--- src/readout_word_hit_pairing_unpacker_core_assert.svh ---
// Assertion macros for the readout word unpacker.
// Included by the datapath, which checks its own logic; needs clk and rst in scope.
`ifndef READOUT_WORD_HIT_PAIRING_UNPACKER_CORE_ASSERT_SVH
`define READOUT_WORD_HIT_PAIRING_UNPACKER_CORE_ASSERT_SVH

`ifndef SYNTH
`define RWHPU_ASSERT_IMP(lbl, ante, cons, msg) \
  lbl: assert property (@(posedge clk) disable iff (rst) (ante) |-> (cons)) else $error(msg);
`define RWHPU_ASSERT_NEXT(lbl, ante, cons, msg) \
  lbl: assert property (@(posedge clk) disable iff (rst) (ante) |=> (cons)) else $error(msg);
`else
`define RWHPU_ASSERT_IMP(lbl, ante, cons, msg)
`define RWHPU_ASSERT_NEXT(lbl, ante, cons, msg)
`endif

`endif

--- src/rwhpu_pkg.sv ---
// Shared types and constants of the readout word unpacker.
// No dependencies.
package rwhpu_pkg;

  localparam int MAX_RESULTS = 32;
  localparam int RES_CW      = 6;
  localparam int COL_W       = 3;
  localparam int TB_W        = 48;
  localparam int AMP_W       = 13;
  localparam int TL_W        = 7;
  localparam int CH_W        = 4;
  localparam int CHIP_W      = 6;
  localparam int PAD_W       = 9;
  localparam int OFF_W       = 4;
  localparam logic [TB_W-1:0] EPOCH_STEP = 48'd128;

  typedef struct packed {
    logic [31:0]     word;
    logic [TB_W-1:0] base_time;
    logic            slice_start;
    logic            slice_end;
  } in_item_t;

  typedef struct packed {
    logic [PAD_W-1:0]        pad_address;
    logic [AMP_W-1:0]        charge_t;
    logic [AMP_W-1:0]        charge_r;
    logic [TB_W-1:0]         hit_time;
    logic signed [OFF_W-1:0] time_offset;
    logic                    dropped;
    logic                    last;
  } out_item_t;

  typedef struct packed {
    logic [AMP_W-1:0] amp;
    logic [TL_W-1:0]  tl;
    logic [CH_W-1:0]  ch;
  } msg_t;

  typedef struct packed {
    logic [TL_W-1:0]         tlab;
    logic [AMP_W-1:0]        cht;
    logic [AMP_W-1:0]        chr;
    logic signed [OFF_W-1:0] off;
  } hit_t;

  typedef struct packed {
    logic             load_word;
    logic             ss_apply;
    logic             epoch_apply;
    logic             data_apply;
    logic             se_apply;
    logic             flush_end;
    logic             pm_rd;
    logic             hl_rd;
    logic             hl_new;
    logic             hl_merge;
    logic             push;
    logic             fin;
    logic [COL_W-1:0] col;
  } ctrl_cmd_t;

  typedef struct packed {
    logic ss;
    logic se;
    logic aux;
    logic ch_zero;
    logic grp_change;
    logic pend_nz;
    logic msg_in_col;
    logic hit_match;
    logic push_stall;
    logic fin_stall;
  } dp_status_t;

endpackage

--- src/rwhpu_in_if.sv ---
// Input channel of the readout word unpacker: valid/ready with one word item.
// Depends on rwhpu_pkg.
interface rwhpu_in_if;
  logic                valid;
  logic                ready;
  rwhpu_pkg::in_item_t data;
  modport source(output valid, output data, input ready);
  modport sink(input valid, input data, output ready);
endinterface

--- src/rwhpu_out_if.sv ---
// Output channel of the readout word unpacker: valid/ready with one hit item.
// Depends on rwhpu_pkg.
interface rwhpu_out_if;
  logic                 valid;
  logic                 ready;
  rwhpu_pkg::out_item_t data;
  modport source(output valid, output data, input ready);
  modport sink(input valid, input data, output ready);
endinterface

--- src/rwhpu_datapath.sv ---
// Datapath: group state, message buffer, hit list, hold and output registers.
// Depends on rwhpu_pkg and the assertion macro header.
`include "readout_word_hit_pairing_unpacker_core_assert.svh"
module rwhpu_datapath #(
  parameter int NUM_COLUMNS   = 8,
  parameter int PENDING_DEPTH = 32,
  parameter int AW            = $clog2(PENDING_DEPTH),
  parameter int CW            = $clog2(PENDING_DEPTH + 1)
) (
  input  logic                 clk,
  input  logic                 rst,
  input  rwhpu_pkg::in_item_t  in_data,
  input  rwhpu_pkg::ctrl_cmd_t cmd,
  input  logic [AW-1:0]        pm_raddr,
  input  logic [AW-1:0]        hl_addr,
  output rwhpu_pkg::dp_status_t st,
  output logic [CW-1:0]        pcnt,
  output logic                 out_valid,
  input  logic                 out_ready,
  output rwhpu_pkg::out_item_t out_data
);
  import rwhpu_pkg::*;

  in_item_t word_q;
  msg_t     pm [PENDING_DEPTH];
  msg_t     pm_q;
  hit_t     hl [PENDING_DEPTH];
  hit_t     hl_q;

  logic [CHIP_W-1:0] gchip;
  logic              gopen;
  logic              gdrop;
  logic [TB_W-1:0]   tb;

  out_item_t       hold;
  logic            hold_v;
  logic [RES_CW-1:0] cnt;
  logic            ovf;

  out_item_t         out_data_next;
  out_item_t         hold_next;
  logic              hold_v_next;
  logic              out_valid_next;
  logic [RES_CW-1:0] cnt_next;
  logic              ovf_next;

  // decoded input word
  logic [CH_W-1:0]   w_ch;
  logic              w_aux;
  logic [TL_W-1:0]   w_tl;
  logic [AMP_W-1:0]  w_amp;
  logic [CHIP_W-1:0] w_chip;
  logic              w_col_ok;
  logic              grp_change;

  assign w_ch       = word_q.word[3:0];
  assign w_aux      = word_q.word[4];
  assign w_tl       = word_q.word[11:5];
  assign w_amp      = word_q.word[25:13];
  assign w_chip     = word_q.word[31:26];
  assign w_col_ok   = {1'b0, w_ch[3:1]} < 4'(NUM_COLUMNS);
  assign grp_change = !gopen || (gchip != w_chip);

  // pairing of the current message against the hit read back
  logic               m_odd;
  logic               m_has;
  logic signed [7:0]  d;
  logic signed [7:0]  d_neg;
  logic               d_near;
  logic               match;
  hit_t               merged;
  hit_t               fresh;

  assign m_odd  = pm_q.ch[0];
  assign m_has  = pm_q.amp != '0;
  assign d      = signed'({1'b0, hl_q.tlab}) - signed'({1'b0, pm_q.tl});
  assign d_neg  = -d;
  assign d_near = (d > -8'sd5) && (d < 8'sd5);
  assign match  = d_near && m_has &&
                  ((m_odd && hl_q.chr == '0) || (!m_odd && hl_q.cht == '0));

  always_comb begin
    merged = hl_q;
    if (m_odd) begin
      merged.chr = pm_q.amp;
      merged.off = d_neg[OFF_W-1:0];
    end else begin
      merged.cht = pm_q.amp;
      merged.off = d[OFF_W-1:0];
    end
    fresh.tlab = pm_q.tl;
    fresh.cht  = m_odd ? '0 : pm_q.amp;
    fresh.chr  = m_odd ? pm_q.amp : '0;
    fresh.off  = '0;
  end

  // hit formatting
  logic [11:0] pad_full;
  out_item_t   hit_item;
  assign pad_full = 12'(gchip) * 12'(NUM_COLUMNS) + 12'(cmd.col);

  always_comb begin
    hit_item.pad_address = pad_full[PAD_W-1:0];
    hit_item.charge_t    = hl_q.cht;
    hit_item.charge_r    = hl_q.chr;
    hit_item.hit_time    = tb + TB_W'(hl_q.tlab);
    hit_item.time_offset = hl_q.off;
    hit_item.dropped     = gdrop;
    hit_item.last        = 1'b0;
  end

  logic slot_busy;
  logic push_stall;
  logic fin_stall;
  logic at_max;
  logic push_go;
  logic fin_go;

  assign slot_busy  = out_valid && !out_ready;
  assign at_max     = cnt == RES_CW'(MAX_RESULTS);
  assign push_stall = !at_max && hold_v && slot_busy;
  assign fin_stall  = hold_v && slot_busy;
  assign push_go    = cmd.push && !push_stall;
  assign fin_go     = cmd.fin && !fin_stall;

  always_comb begin
    st.ss         = word_q.slice_start;
    st.se         = word_q.slice_end;
    st.aux        = w_aux;
    st.ch_zero    = w_ch == '0;
    st.grp_change = grp_change;
    st.pend_nz    = pcnt != '0;
    st.msg_in_col = pm_q.ch[3:1] == cmd.col;
    st.hit_match  = match;
    st.push_stall = push_stall;
    st.fin_stall  = fin_stall;
  end

  always_ff @(posedge clk) begin
    if (cmd.load_word) word_q <= in_data;
    if (cmd.pm_rd) pm_q <= pm[pm_raddr];
    if (cmd.hl_rd) hl_q <= hl[hl_addr];
    if (cmd.hl_new) hl[hl_addr] <= fresh;
    else if (cmd.hl_merge) hl[hl_addr] <= merged;
    if (cmd.data_apply && w_col_ok && pcnt < CW'(PENDING_DEPTH)) begin
      pm[pcnt[AW-1:0]] <= '{amp: w_amp, tl: w_tl, ch: w_ch};
    end
  end

  // group state
  always_ff @(posedge clk) begin
    if (rst) begin
      pcnt  <= '0;
      gchip <= '0;
      gopen <= 1'b0;
      gdrop <= 1'b0;
      tb    <= '0;
    end else begin
      if (cmd.ss_apply) begin
        gopen <= 1'b0;
        tb    <= word_q.base_time;
      end
      if (cmd.epoch_apply) begin
        gopen <= 1'b0;
        if (w_chip == '0) tb <= tb + EPOCH_STEP;
      end
      if (cmd.data_apply) begin
        if (grp_change) begin
          gchip <= w_chip;
          gopen <= 1'b1;
          gdrop <= 1'b0;
        end
        if (w_col_ok) begin
          if (pcnt < CW'(PENDING_DEPTH)) pcnt <= pcnt + 1'b1;
          else gdrop <= 1'b1;
        end
      end
      if (cmd.se_apply) begin
        gopen <= 1'b0;
        gdrop <= 1'b0;
      end
      if (cmd.flush_end) begin
        pcnt  <= '0;
        gopen <= 1'b0;
        gdrop <= 1'b0;
      end
    end
  end

  // one hit is held back so the final one of a word can be marked
  always_comb begin
    out_data_next  = out_data;
    out_valid_next = out_valid && !out_ready;
    hold_next      = hold;
    hold_v_next    = hold_v;
    cnt_next       = cnt;
    ovf_next       = ovf;
    if (push_go) begin
      if (at_max) begin
        ovf_next = 1'b1;
      end else begin
        if (hold_v) begin
          out_data_next  = hold;
          out_valid_next = 1'b1;
        end
        hold_next   = hit_item;
        hold_v_next = 1'b1;
        cnt_next    = cnt + 1'b1;
      end
    end
    if (fin_go) begin
      if (hold_v) begin
        out_data_next         = hold;
        out_data_next.last    = 1'b1;
        out_data_next.dropped = hold.dropped | ovf;
        out_valid_next        = 1'b1;
      end
      hold_v_next = 1'b0;
      cnt_next    = '0;
      ovf_next    = 1'b0;
    end
  end

  always_ff @(posedge clk) begin
    out_data <= out_data_next;
    hold     <= hold_next;
    if (rst) begin
      hold_v    <= 1'b0;
      out_valid <= 1'b0;
      cnt       <= '0;
      ovf       <= 1'b0;
    end else begin
      hold_v    <= hold_v_next;
      out_valid <= out_valid_next;
      cnt       <= cnt_next;
      ovf       <= ovf_next;
    end
  end

  `RWHPU_ASSERT_IMP(a_pcnt_bound, 1'b1, pcnt <= CW'(PENDING_DEPTH), "buffer count past depth")
  `RWHPU_ASSERT_IMP(a_ovf_full, ovf, at_max, "overflow flagged below hit limit")
  `RWHPU_ASSERT_IMP(a_hold_counted, hold_v, cnt != '0, "held hit not counted")
  `RWHPU_ASSERT_NEXT(a_fin_clears, fin_go, !hold_v && cnt == '0, "word end left a hit held")

endmodule

--- src/rwhpu_ctrl.sv ---
// Controller: word phases and the flush sequencer with its column/message/hit counters.
// Depends on rwhpu_pkg.
module rwhpu_ctrl #(
  parameter int NUM_COLUMNS   = 8,
  parameter int PENDING_DEPTH = 32,
  parameter int AW            = $clog2(PENDING_DEPTH),
  parameter int CW            = $clog2(PENDING_DEPTH + 1)
) (
  input  logic                  clk,
  input  logic                  rst,
  input  logic                  in_valid,
  output logic                  in_ready,
  input  rwhpu_pkg::dp_status_t st,
  input  logic [CW-1:0]         pcnt,
  output rwhpu_pkg::ctrl_cmd_t  cmd,
  output logic [AW-1:0]         pm_raddr,
  output logic [AW-1:0]         hl_addr
);
  import rwhpu_pkg::*;

  localparam logic [4:0] S_IDLE   = 5'd0;
  localparam logic [4:0] S_SS     = 5'd1;
  localparam logic [4:0] S_SSLOAD = 5'd2;
  localparam logic [4:0] S_WORD   = 5'd3;
  localparam logic [4:0] S_EPOCH  = 5'd4;
  localparam logic [4:0] S_DATA   = 5'd5;
  localparam logic [4:0] S_SE     = 5'd6;
  localparam logic [4:0] S_SEDONE = 5'd7;
  localparam logic [4:0] S_FIN    = 5'd8;
  localparam logic [4:0] S_FCOL   = 5'd9;
  localparam logic [4:0] S_FRDM   = 5'd10;
  localparam logic [4:0] S_FWM    = 5'd11;
  localparam logic [4:0] S_FRDH   = 5'd12;
  localparam logic [4:0] S_FCHK   = 5'd13;
  localparam logic [4:0] S_FEMIT  = 5'd14;
  localparam logic [4:0] S_FEMW   = 5'd15;
  localparam logic [4:0] S_FEND   = 5'd16;

  logic [4:0]       state, state_next;
  logic [4:0]       ret, ret_next;
  logic [COL_W-1:0] col, col_next;
  logic [CW-1:0]    i, i_next;
  logic [CW-1:0]    j, j_next;
  logic [CW-1:0]    nh, nh_next;

  always_comb begin
    state_next = state;
    ret_next   = ret;
    col_next   = col;
    i_next     = i;
    j_next     = j;
    nh_next    = nh;
    cmd        = '0;
    cmd.col    = col;
    pm_raddr   = i[AW-1:0];
    hl_addr    = j[AW-1:0];
    in_ready   = 1'b0;
    unique case (state)
      S_IDLE: begin
        in_ready = 1'b1;
        if (in_valid) begin
          cmd.load_word = 1'b1;
          state_next    = S_SS;
        end
      end
      S_SS: begin
        if (st.ss && st.pend_nz) begin
          col_next = '0; ret_next = S_SSLOAD; state_next = S_FCOL;
        end else begin
          state_next = S_SSLOAD;
        end
      end
      S_SSLOAD: begin
        cmd.ss_apply = st.ss;
        state_next   = S_WORD;
      end
      S_WORD: begin
        if (st.aux) begin
          if (!st.ch_zero) begin
            state_next = S_SE;
          end else if (st.pend_nz) begin
            col_next = '0; ret_next = S_EPOCH; state_next = S_FCOL;
          end else begin
            state_next = S_EPOCH;
          end
        end else if (st.grp_change && st.pend_nz) begin
          col_next = '0; ret_next = S_DATA; state_next = S_FCOL;
        end else begin
          state_next = S_DATA;
        end
      end
      S_EPOCH: begin
        cmd.epoch_apply = 1'b1;
        state_next      = S_SE;
      end
      S_DATA: begin
        cmd.data_apply = 1'b1;
        state_next     = S_SE;
      end
      S_SE: begin
        if (st.se && st.pend_nz) begin
          col_next = '0; ret_next = S_SEDONE; state_next = S_FCOL;
        end else begin
          state_next = S_SEDONE;
        end
      end
      S_SEDONE: begin
        cmd.se_apply = st.se;
        state_next   = S_FIN;
      end
      S_FIN: begin
        cmd.fin = 1'b1;
        if (!st.fin_stall) state_next = S_IDLE;
      end
      S_FCOL: begin
        i_next     = '0;
        nh_next    = '0;
        state_next = S_FRDM;
      end
      S_FRDM: begin
        if (i == pcnt) begin
          j_next     = '0;
          state_next = S_FEMIT;
        end else begin
          cmd.pm_rd  = 1'b1;
          state_next = S_FWM;
        end
      end
      S_FWM: begin
        if (st.msg_in_col) begin
          j_next     = '0;
          state_next = S_FRDH;
        end else begin
          i_next     = i + 1'b1;
          state_next = S_FRDM;
        end
      end
      S_FRDH: begin
        if (j == nh) begin
          // no earlier hit took it: open a new one
          hl_addr    = nh[AW-1:0];
          cmd.hl_new = 1'b1;
          nh_next    = nh + 1'b1;
          i_next     = i + 1'b1;
          state_next = S_FRDM;
        end else begin
          cmd.hl_rd  = 1'b1;
          state_next = S_FCHK;
        end
      end
      S_FCHK: begin
        if (st.hit_match) begin
          cmd.hl_merge = 1'b1;
          i_next       = i + 1'b1;
          state_next   = S_FRDM;
        end else begin
          j_next     = j + 1'b1;
          state_next = S_FRDH;
        end
      end
      S_FEMIT: begin
        if (j == nh) begin
          if (col == COL_W'(NUM_COLUMNS - 1)) begin
            state_next = S_FEND;
          end else begin
            col_next   = col + 1'b1;
            state_next = S_FCOL;
          end
        end else begin
          cmd.hl_rd  = 1'b1;
          state_next = S_FEMW;
        end
      end
      S_FEMW: begin
        cmd.push = 1'b1;
        if (!st.push_stall) begin
          j_next     = j + 1'b1;
          state_next = S_FEMIT;
        end
      end
      S_FEND: begin
        cmd.flush_end = 1'b1;
        state_next    = ret;
      end
      default: state_next = S_IDLE;
    endcase
  end

  always_ff @(posedge clk) begin
    if (rst) begin
      state <= S_IDLE;
      ret   <= S_IDLE;
      col   <= '0;
      i     <= '0;
      j     <= '0;
      nh    <= '0;
    end else begin
      state <= state_next;
      ret   <= ret_next;
      col   <= col_next;
      i     <= i_next;
      j     <= j_next;
      nh    <= nh_next;
    end
  end

endmodule

--- src/readout_word_hit_pairing_unpacker_core.sv ---
// Top level of the readout word unpacker with hit pairing.
// Depends on rwhpu_pkg, rwhpu_in_if, rwhpu_out_if, rwhpu_ctrl, rwhpu_datapath.
//
//  channel | dir | item
//  words   | in  | word, base_time, slice_start, slice_end
//  hits    | out | pad_address, charge_t, charge_r, hit_time, time_offset, dropped, last
//
// A word is taken only when idle, after the last word and its flushes (pause words skip a step).
// Per column a flush reads each buffered message, compares one in the column with each earlier
// hit in turn, opens a new hit if none matches, then emits hits; the hit list is single-port.
// Synchronous reset clears the group state and time base; no clearing pass.
// A stalled hits channel holds the flush at the hit being emitted.
module readout_word_hit_pairing_unpacker_core #(
  parameter int NUM_COLUMNS   = 8,
  parameter int PENDING_DEPTH = 32
) (
  input logic          clk,
  input logic          rst,
  rwhpu_in_if.sink     words,
  rwhpu_out_if.source  hits
);
  import rwhpu_pkg::*;

  localparam int AW = $clog2(PENDING_DEPTH);
  localparam int CW = $clog2(PENDING_DEPTH + 1);

  ctrl_cmd_t     cmd;
  dp_status_t    st;
  logic [CW-1:0] pcnt;
  logic [AW-1:0] pm_raddr;
  logic [AW-1:0] hl_addr;
  logic          in_ready;
  logic          out_valid;
  out_item_t     out_data;

  assign words.ready = in_ready;
  assign hits.valid  = out_valid;
  assign hits.data   = out_data;

  rwhpu_ctrl #(
    .NUM_COLUMNS(NUM_COLUMNS), .PENDING_DEPTH(PENDING_DEPTH), .AW(AW), .CW(CW)
  ) u_ctrl (
    .clk(clk), .rst(rst), .in_valid(words.valid), .in_ready(in_ready),
    .st(st), .pcnt(pcnt), .cmd(cmd), .pm_raddr(pm_raddr), .hl_addr(hl_addr)
  );

  rwhpu_datapath #(
    .NUM_COLUMNS(NUM_COLUMNS), .PENDING_DEPTH(PENDING_DEPTH), .AW(AW), .CW(CW)
  ) u_dp (
    .clk(clk), .rst(rst), .in_data(words.data), .cmd(cmd), .pm_raddr(pm_raddr),
    .hl_addr(hl_addr), .st(st), .pcnt(pcnt), .out_valid(out_valid),
    .out_ready(hits.ready), .out_data(out_data)
  );

endmodule

--- src/flat_wrapper.sv ---
// flat-port wrapper written by rule: the top's interface ports become plain ports
module readout_word_hit_pairing_unpacker_core_flat import rwhpu_pkg::*;
#(
  parameter int NUM_COLUMNS   = 8,
  parameter int PENDING_DEPTH = 32
)
  (clk, rst, words_valid, words_data, words_ready, hits_valid, hits_data, hits_ready);
  rwhpu_in_if words_i ();
  rwhpu_out_if hits_i ();
  input logic clk;
  input logic rst;
  input wire logic [$bits(words_i.valid)-1:0] words_valid;
  input wire logic [$bits(words_i.data)-1:0] words_data;
  output wire logic [$bits(words_i.ready)-1:0] words_ready;
  output wire logic [$bits(hits_i.valid)-1:0] hits_valid;
  output wire logic [$bits(hits_i.data)-1:0] hits_data;
  input wire logic [$bits(hits_i.ready)-1:0] hits_ready;
  assign words_i.valid = words_valid;
  assign words_i.data = words_data;
  assign words_ready = words_i.ready;
  assign hits_valid = hits_i.valid;
  assign hits_data = hits_i.data;
  assign hits_i.ready = hits_ready;
  readout_word_hit_pairing_unpacker_core #(.NUM_COLUMNS(NUM_COLUMNS), .PENDING_DEPTH(PENDING_DEPTH)) u_core (.clk(clk), .rst(rst), .words(words_i), .hits(hits_i));
endmodule
--- config.mk ---
export PLATFORM = sky130hd
export DESIGN_NAME = readout_word_hit_pairing_unpacker_core_flat
export DESIGN_NICKNAME = d
export VERILOG_FILES = /design/src/rwhpu_pkg.sv /design/src/rwhpu_in_if.sv /design/src/rwhpu_out_if.sv /design/src/rwhpu_datapath.sv /design/src/rwhpu_ctrl.sv /design/src/readout_word_hit_pairing_unpacker_core.sv /design/src/flat_wrapper.sv
export VERILOG_INCLUDE_DIRS = /design/src /design/src/src
export SDC_FILE = /design/constraint.sdc
export NUM_CORES = 2
export LEC_CHECK = 0
export BUFFER_PORTS_ARGS = -buffer_cell sky130_fd_sc_hd__buf_2
export CORE_MARGIN = 1.5
export CORE_UTILIZATION = 25
export CTS_BUF_LIST = sky130_fd_sc_hd__clkbuf_4
export DETAILED_ROUTE_END_ITERATION = 7
export PLACE_DENSITY_LB_ADDON = 0.3
export SYNTH_ARGS = -nofsm -noshare
export SYNTH_HDL_FRONTEND = slang
export SYNTH_HIERARCHICAL = 1
export SYNTH_SLANG_ARGS = --single-unit
--- constraint.sdc ---
create_clock -name clk -period 18.75 [get_ports clk]
set_input_delay 1.875 -clock clk [delete_from_list [all_inputs] [get_ports clk]]
set_output_delay 1.875 -clock clk [all_outputs]
set_load 0.05 [all_outputs]
### Word level (Yosys, flattened, before mapping)

Memories as Yosys holds them, arrays and structs flattened. A register that Yosys moved wholly into a read port is not among the register bits.
Index checks and enable logic that the tools add are counted.

* flip-flop bits (word level): 361
* memory bits (writable): 1952
* input port bits: 86
* output and inout port bits: 91
* word-level logic and storage cells: 236
* memories: 2

Memory list
* u_core.u_dp.hl: depth 32, width 37, rd ports 1, clocked after Yosys merged registers in 1, wr ports 1, line rwhpu_datapath.sv:27 `hit_t hl [PENDING_DEPTH];`
* u_core.u_dp.pm: depth 32, width 24, rd ports 1, clocked after Yosys merged registers in 1, wr ports 1, line rwhpu_datapath.sv:25 `msg_t pm [PENDING_DEPTH];`

* $add $sub $neg: 11
* magnitude comparators: 3
* equality and inequality tests: 39
* muxes and demuxes: 95
* bitwise operators: 3
* reduce and logical (&&, ||, !) cells: 51

Operators by type and width (number)
* 2-to-1 mux 89 bit: 5
* 2-to-1 mux 48 bit: 3
* one-hot mux 5 bit (16 select lines): 1
* 2-to-1 mux 5 bit: 14
* 2-to-1 mux 13 bit: 4
* adder 48 x 7 -> 48 bit: 1
* adder 48 x 8 -> 48 bit (second input constant): 1
* 2-to-1 mux 6 bit: 8
* one-hot mux 6 bit (4 select lines): 2
* == test 5 x 4 -> 1 bit (second input constant): 8
* 2-to-1 mux 37 bit: 1
* 2-to-1 mux 1 bit: 36
* 2-to-1 mux 3 bit: 12
* adder 6 x 1 -> 6 bit (second input constant): 5
* logical NOT 13 bit: 2
* != test 2 bit (second input constant): 13
* 2-to-1 mux 4 bit: 6
* == test 5 x 3 -> 1 bit (second input constant): 4
* logical AND 1 bit: 15
* one-hot mux 5 bit (3 select lines): 1
* nonzero test 13 bit: 1
* == test 6 bit: 2
* one-hot mux 3 bit (4 select lines): 1
* one-hot mux 6 bit (2 select lines): 1
* 35 further kinds: 55

### Longest topological paths before layout

* depth after elaboration: 11
* depth in mapped cells: 16
* gate-level depth less buffers: 14

### Cells and area by module

The synthesis kept the hierarchy.

By module, submodules not included
* rwhpu_datapath: times used 1, cells an instance 4304, area each 90133.9 sq um
* rwhpu_ctrl: times used 1, cells an instance 278, area each 2139.6 sq um

### Worst setup path before layout

OpenSTA, ideal clock, no wires.

* path type: input-to-reg
* start: in hits_ready
* end: reg u_core/u_dp/out_data[1] (netlist name)
* library setup time: 78 ps
* arrival time: 7470 ps
* path slack: 11202 ps
* stages on the path: 8
* buffers on the path: 0
* cell sequence: nor2b_1 > nand2_1 > inv_1 > a311oi_4 > a21oi_1 > inv_1 > a21oi_1 > a31oi_1

RTL lines
* from (decl): line flat_wrapper.sv:17 `input wire logic [$bits(hits_i.ready)-1:0] hits_ready;`

==> flow_summary.yaml <==
floorplan:
  row_count: 222
  die_w_um: 611
  die_h_um: 611
  dieArea_mm2: 0.373
  start_util_pct: 25.2
  io_pins: 177
  core-area_mm2: 0.366
drt:
  wl_um: 258000
  routedWlPerCell_um: 24.6
  drtIter0Drc: 4201
  wl_met3_um: 15000
  vias: 48700
  dr.max_layer_used: "met5"
  drt-met1-wl_um: 109000
  route.detailed.drc: 0
  wl_met2_um: 129000
  routed_via_density: 4.64
  ant_nets: 0
  drtPass1Iterations: 5
cells_and_area:
  final_util_pct: 29.3
  drive_gt1_share_pct: 34.7
  fin_area_mm2: 0.107
  multi_input_area_mm2: 0.0214
  seqCellArea_mm2: 0.0702
  area_delta_synth_final_pct: 16.5
  fin_nets: 5382
  nFillCells: 36200
synthesis:
  synth_cell_types: 78
  ys.flop_type: "edfxtp_1"
  synth.avg_cell_area_um2: 20.1
  ys_seq_elements: 2371
  ys_async_sr_fraction_pct: 0
  syn-instance-count: 4582
  synth_fp_nets: 4699
  ys_seq_area_share_pct: 76.1
  yosysWarnings: 6
  synthesis.area_mm2: 0.0923
  synth-edff-count: 2270
clocking:
  cts_tree: "built"
  clockRootBuffer: "clkbuf_4"
  cts.htree.levels: 6
  insertion_delay_ns: 1.34
  cts_hold_buf: 0
  clk_path_buf_depth: 4
  postCtsSetupBuffers: 0
  ctsResizeCount: 0
  cts_buffers: 619
  clock-sinks: 2371
  clkSlewWorstSetupHoldPaths_ns: 0.06
power:
  power_density_mw_per_mm2: 97.8
  vdd_drop_max_mv: 0.0425
  p_leak_nw: 33.2
setup_path:
  crit_top_cell: "buf_4"
  crit_type: "reg2reg"
  worstSetupStartpoint: "u_core/u_dp/hl_q[30]"
  slowest_stage: "nor2_4"
  cp_max_fo: 20
  slowest_delay_ns: 0.99
  cp_data_arrival_time_ns: 6.79
  r2r_start: "u_core/u_dp/hl_q[30]"
  path_cells: "inv_1 -> ha_1 -> fa_1 -> nand2b_1 -> a211oi_1 -> mux2i_1 -> nand2_1 -> a2bb2oi_1 -> a211oi_1 -> buf_4 -> nor3b_1 -> buf_4 -> nor2_1 -> or3_1 -> nor2_4 -> buf_4"
  crit_path_start_kind: "flip-flop"
  crit_required_ns: 19.61
  endpoint_kind: "flip-flop"
global_routing:
  antenna_found_initial: 17
  grt_pass1_wl_um: 367000
  grt_max_degree: 136
  gr-usage-all-layers_pct: 13.5
  gr-total-overflow: 0
  grt_pass1_vias: 50800
place:
  place_ws_ns: 12.88
  place_congestion: 0.778
  placed_cell_area_mm2: 0.0998
  io_buffers: 175
  dpl.hpwl_um: 139000
timing:
  finalWorstPathRequiredPeriod_ns: 5.93
  max_freq_mhz: 169
  whs_ns: 0.420
  fin_ws_ns: 12.82
  hold_violations: 0
  rsz0062_at_grt: "false"
  clock_skew_ns: 0.142
  relSlewSlack_pct: 12.9
  setup_viol: 0
  report.final.slew_viol_count: 0
  min_period_over_period_pct: 31.6
  worst_pin_slew_ns: 1.31
  setup_tns_ns: 0
job:
  cap_violations: 0
status:
  status: "complete, no violations"
min_path:
  min-delay-start: "u_core/u_dp/hit_item[4]"
  hold_path_class: "reg2reg"
==> metal layers <==
metal / track usage, % / vias up
li1: - / 20600
met1: 17.6 / 25900
met2: 23.0 / 1698
met3: 2.58 / 396
met4: 3.96 / 18
met5: 0 / -
==> registers in the layout (all words and copies together) (netlist names), 7 cells and up, named ones only <==
| signal | count |
|---|---|
| u_core/u_dp/tb | 48 |
| u_core/u_dp/hl | 1184 |
| u_core/u_dp/w_tl | 7 |
| u_core/u_dp/hl_q | 7 |
| u_core/u_dp/hold | 88 |
| u_core/u_dp/pm | 768 |
| u_core/u_dp/w_amp | 13 |
| u_core/u_dp/hit_item | 30 |
| u_core/u_dp/fresh | 7 |
| u_core/u_dp/word_q | 48 |
| u_core/u_dp/pm_q | 16 |
==> placed cells by master, fill, tap and decap left out, drive strengths merged, types with 43 or more instances in the layout <==
master	n
edfxtp	2270
clkbuf	901
mux4	536
buf	322
nor2	280
a22oi	153
nand2	135
mux2i	101
dfxtp	101
a21oi	79
clkinv	77
inv	68
o21ai	66
nand4	65
nand3	48
xor2	43
==> kinds of logic after synthesis <==
group           synth area share, %
xor+xnor                      0.778
compound gates                 3.02
simple gates                   3.80
flops                          76.1
mux                            14.5
fa+ha+maj                     0.437
buf+inv                        1.41
==> report_power, final <==
part           switching (mW)  internal [mW]
Sequential             0.0814           5.83
Combinational          0.0992         0.0445
Clock                    2.08           2.37
==> critical path, delay by kind of cell (launching register included) <==
kind / cells / cell delay [ns]
flops: 1 / 0.42
mux: 1 / 0.28
compound gates: 3 / 0.84
simple gates: 6 / 2.21
fa+ha+maj: 2 / 0.63
buf+inv: 4 / 1.04
==> path summary, 6_finish.rpt <==
check	endpoint	slack (ns)	depth (start not counted)
min reg2reg	u_core/u_dp/hold[4]	0.42	0
max reg2reg	u_core/u_dp/hl[16][12]	12.82	16
max	u_core/u_dp/hl[16][12]	12.82	16
min	u_core/u_dp/hold[4]	0.42	0
==> layout make-up <==
cell class	count	share of cell area [%]
Antenna cell	8	0.0186
Clock buffer	901	6.29
Clock inverter	117	0.823
Inverter	52	0.184
Multi-Input combinational cell	1899	19.9
Sequential cell	2371	65.3
Tap cell	4816	5.61
Timing Repair Buffer	322	1.87
==> cells in the mapped netlist (all sizes together), types with 7 or more instances <==
cell / number / share of area, %
a211oi: 17 / 0.14
a21oi: 79 / 0.43
a221oi: 8 / 0.076
a22oi: 153 / 1.2
a31oi: 11 / 0.075
and2: 10 / 0.068
and3: 18 / 0.12
buf: 94 / 0.53
clkbuf: 166 / 0.68
dfxtp: 101 / 2.2
edfxtp: 2270 / 74
ha: 29 / 0.39
inv: 52 / 0.21
mux2: 25 / 0.31
mux2i: 101 / 1.1
mux4: 536 / 13
nand2: 135 / 0.55
nand2b: 16 / 0.11
nand3: 48 / 0.28
nand4: 65 / 0.45
nor2: 280 / 1.1
nor2b: 16 / 0.11
nor3: 39 / 0.22
nor3b: 8 / 0.083
nor4: 22 / 0.20
o211ai: 13 / 0.11
o21a: 8 / 0.065
o21ai: 66 / 0.36
o21bai: 8 / 0.065
o31ai: 11 / 0.089
or2: 7 / 0.047
or3: 14 / 0.095
or4: 13 / 0.11
xnor2: 39 / 0.37
xor2: 43 / 0.41
==> through the flow <==
step                      std cells  power [mW]
after floorplan                4582        6.08
after global placement         9460        6.17
after detailed placement       9460        6.17
after CTS                     10500        10.7
after global routing          10500        11.0
final                         10500        10.5
Note: power is estimated with default switching activity, not from simulation.
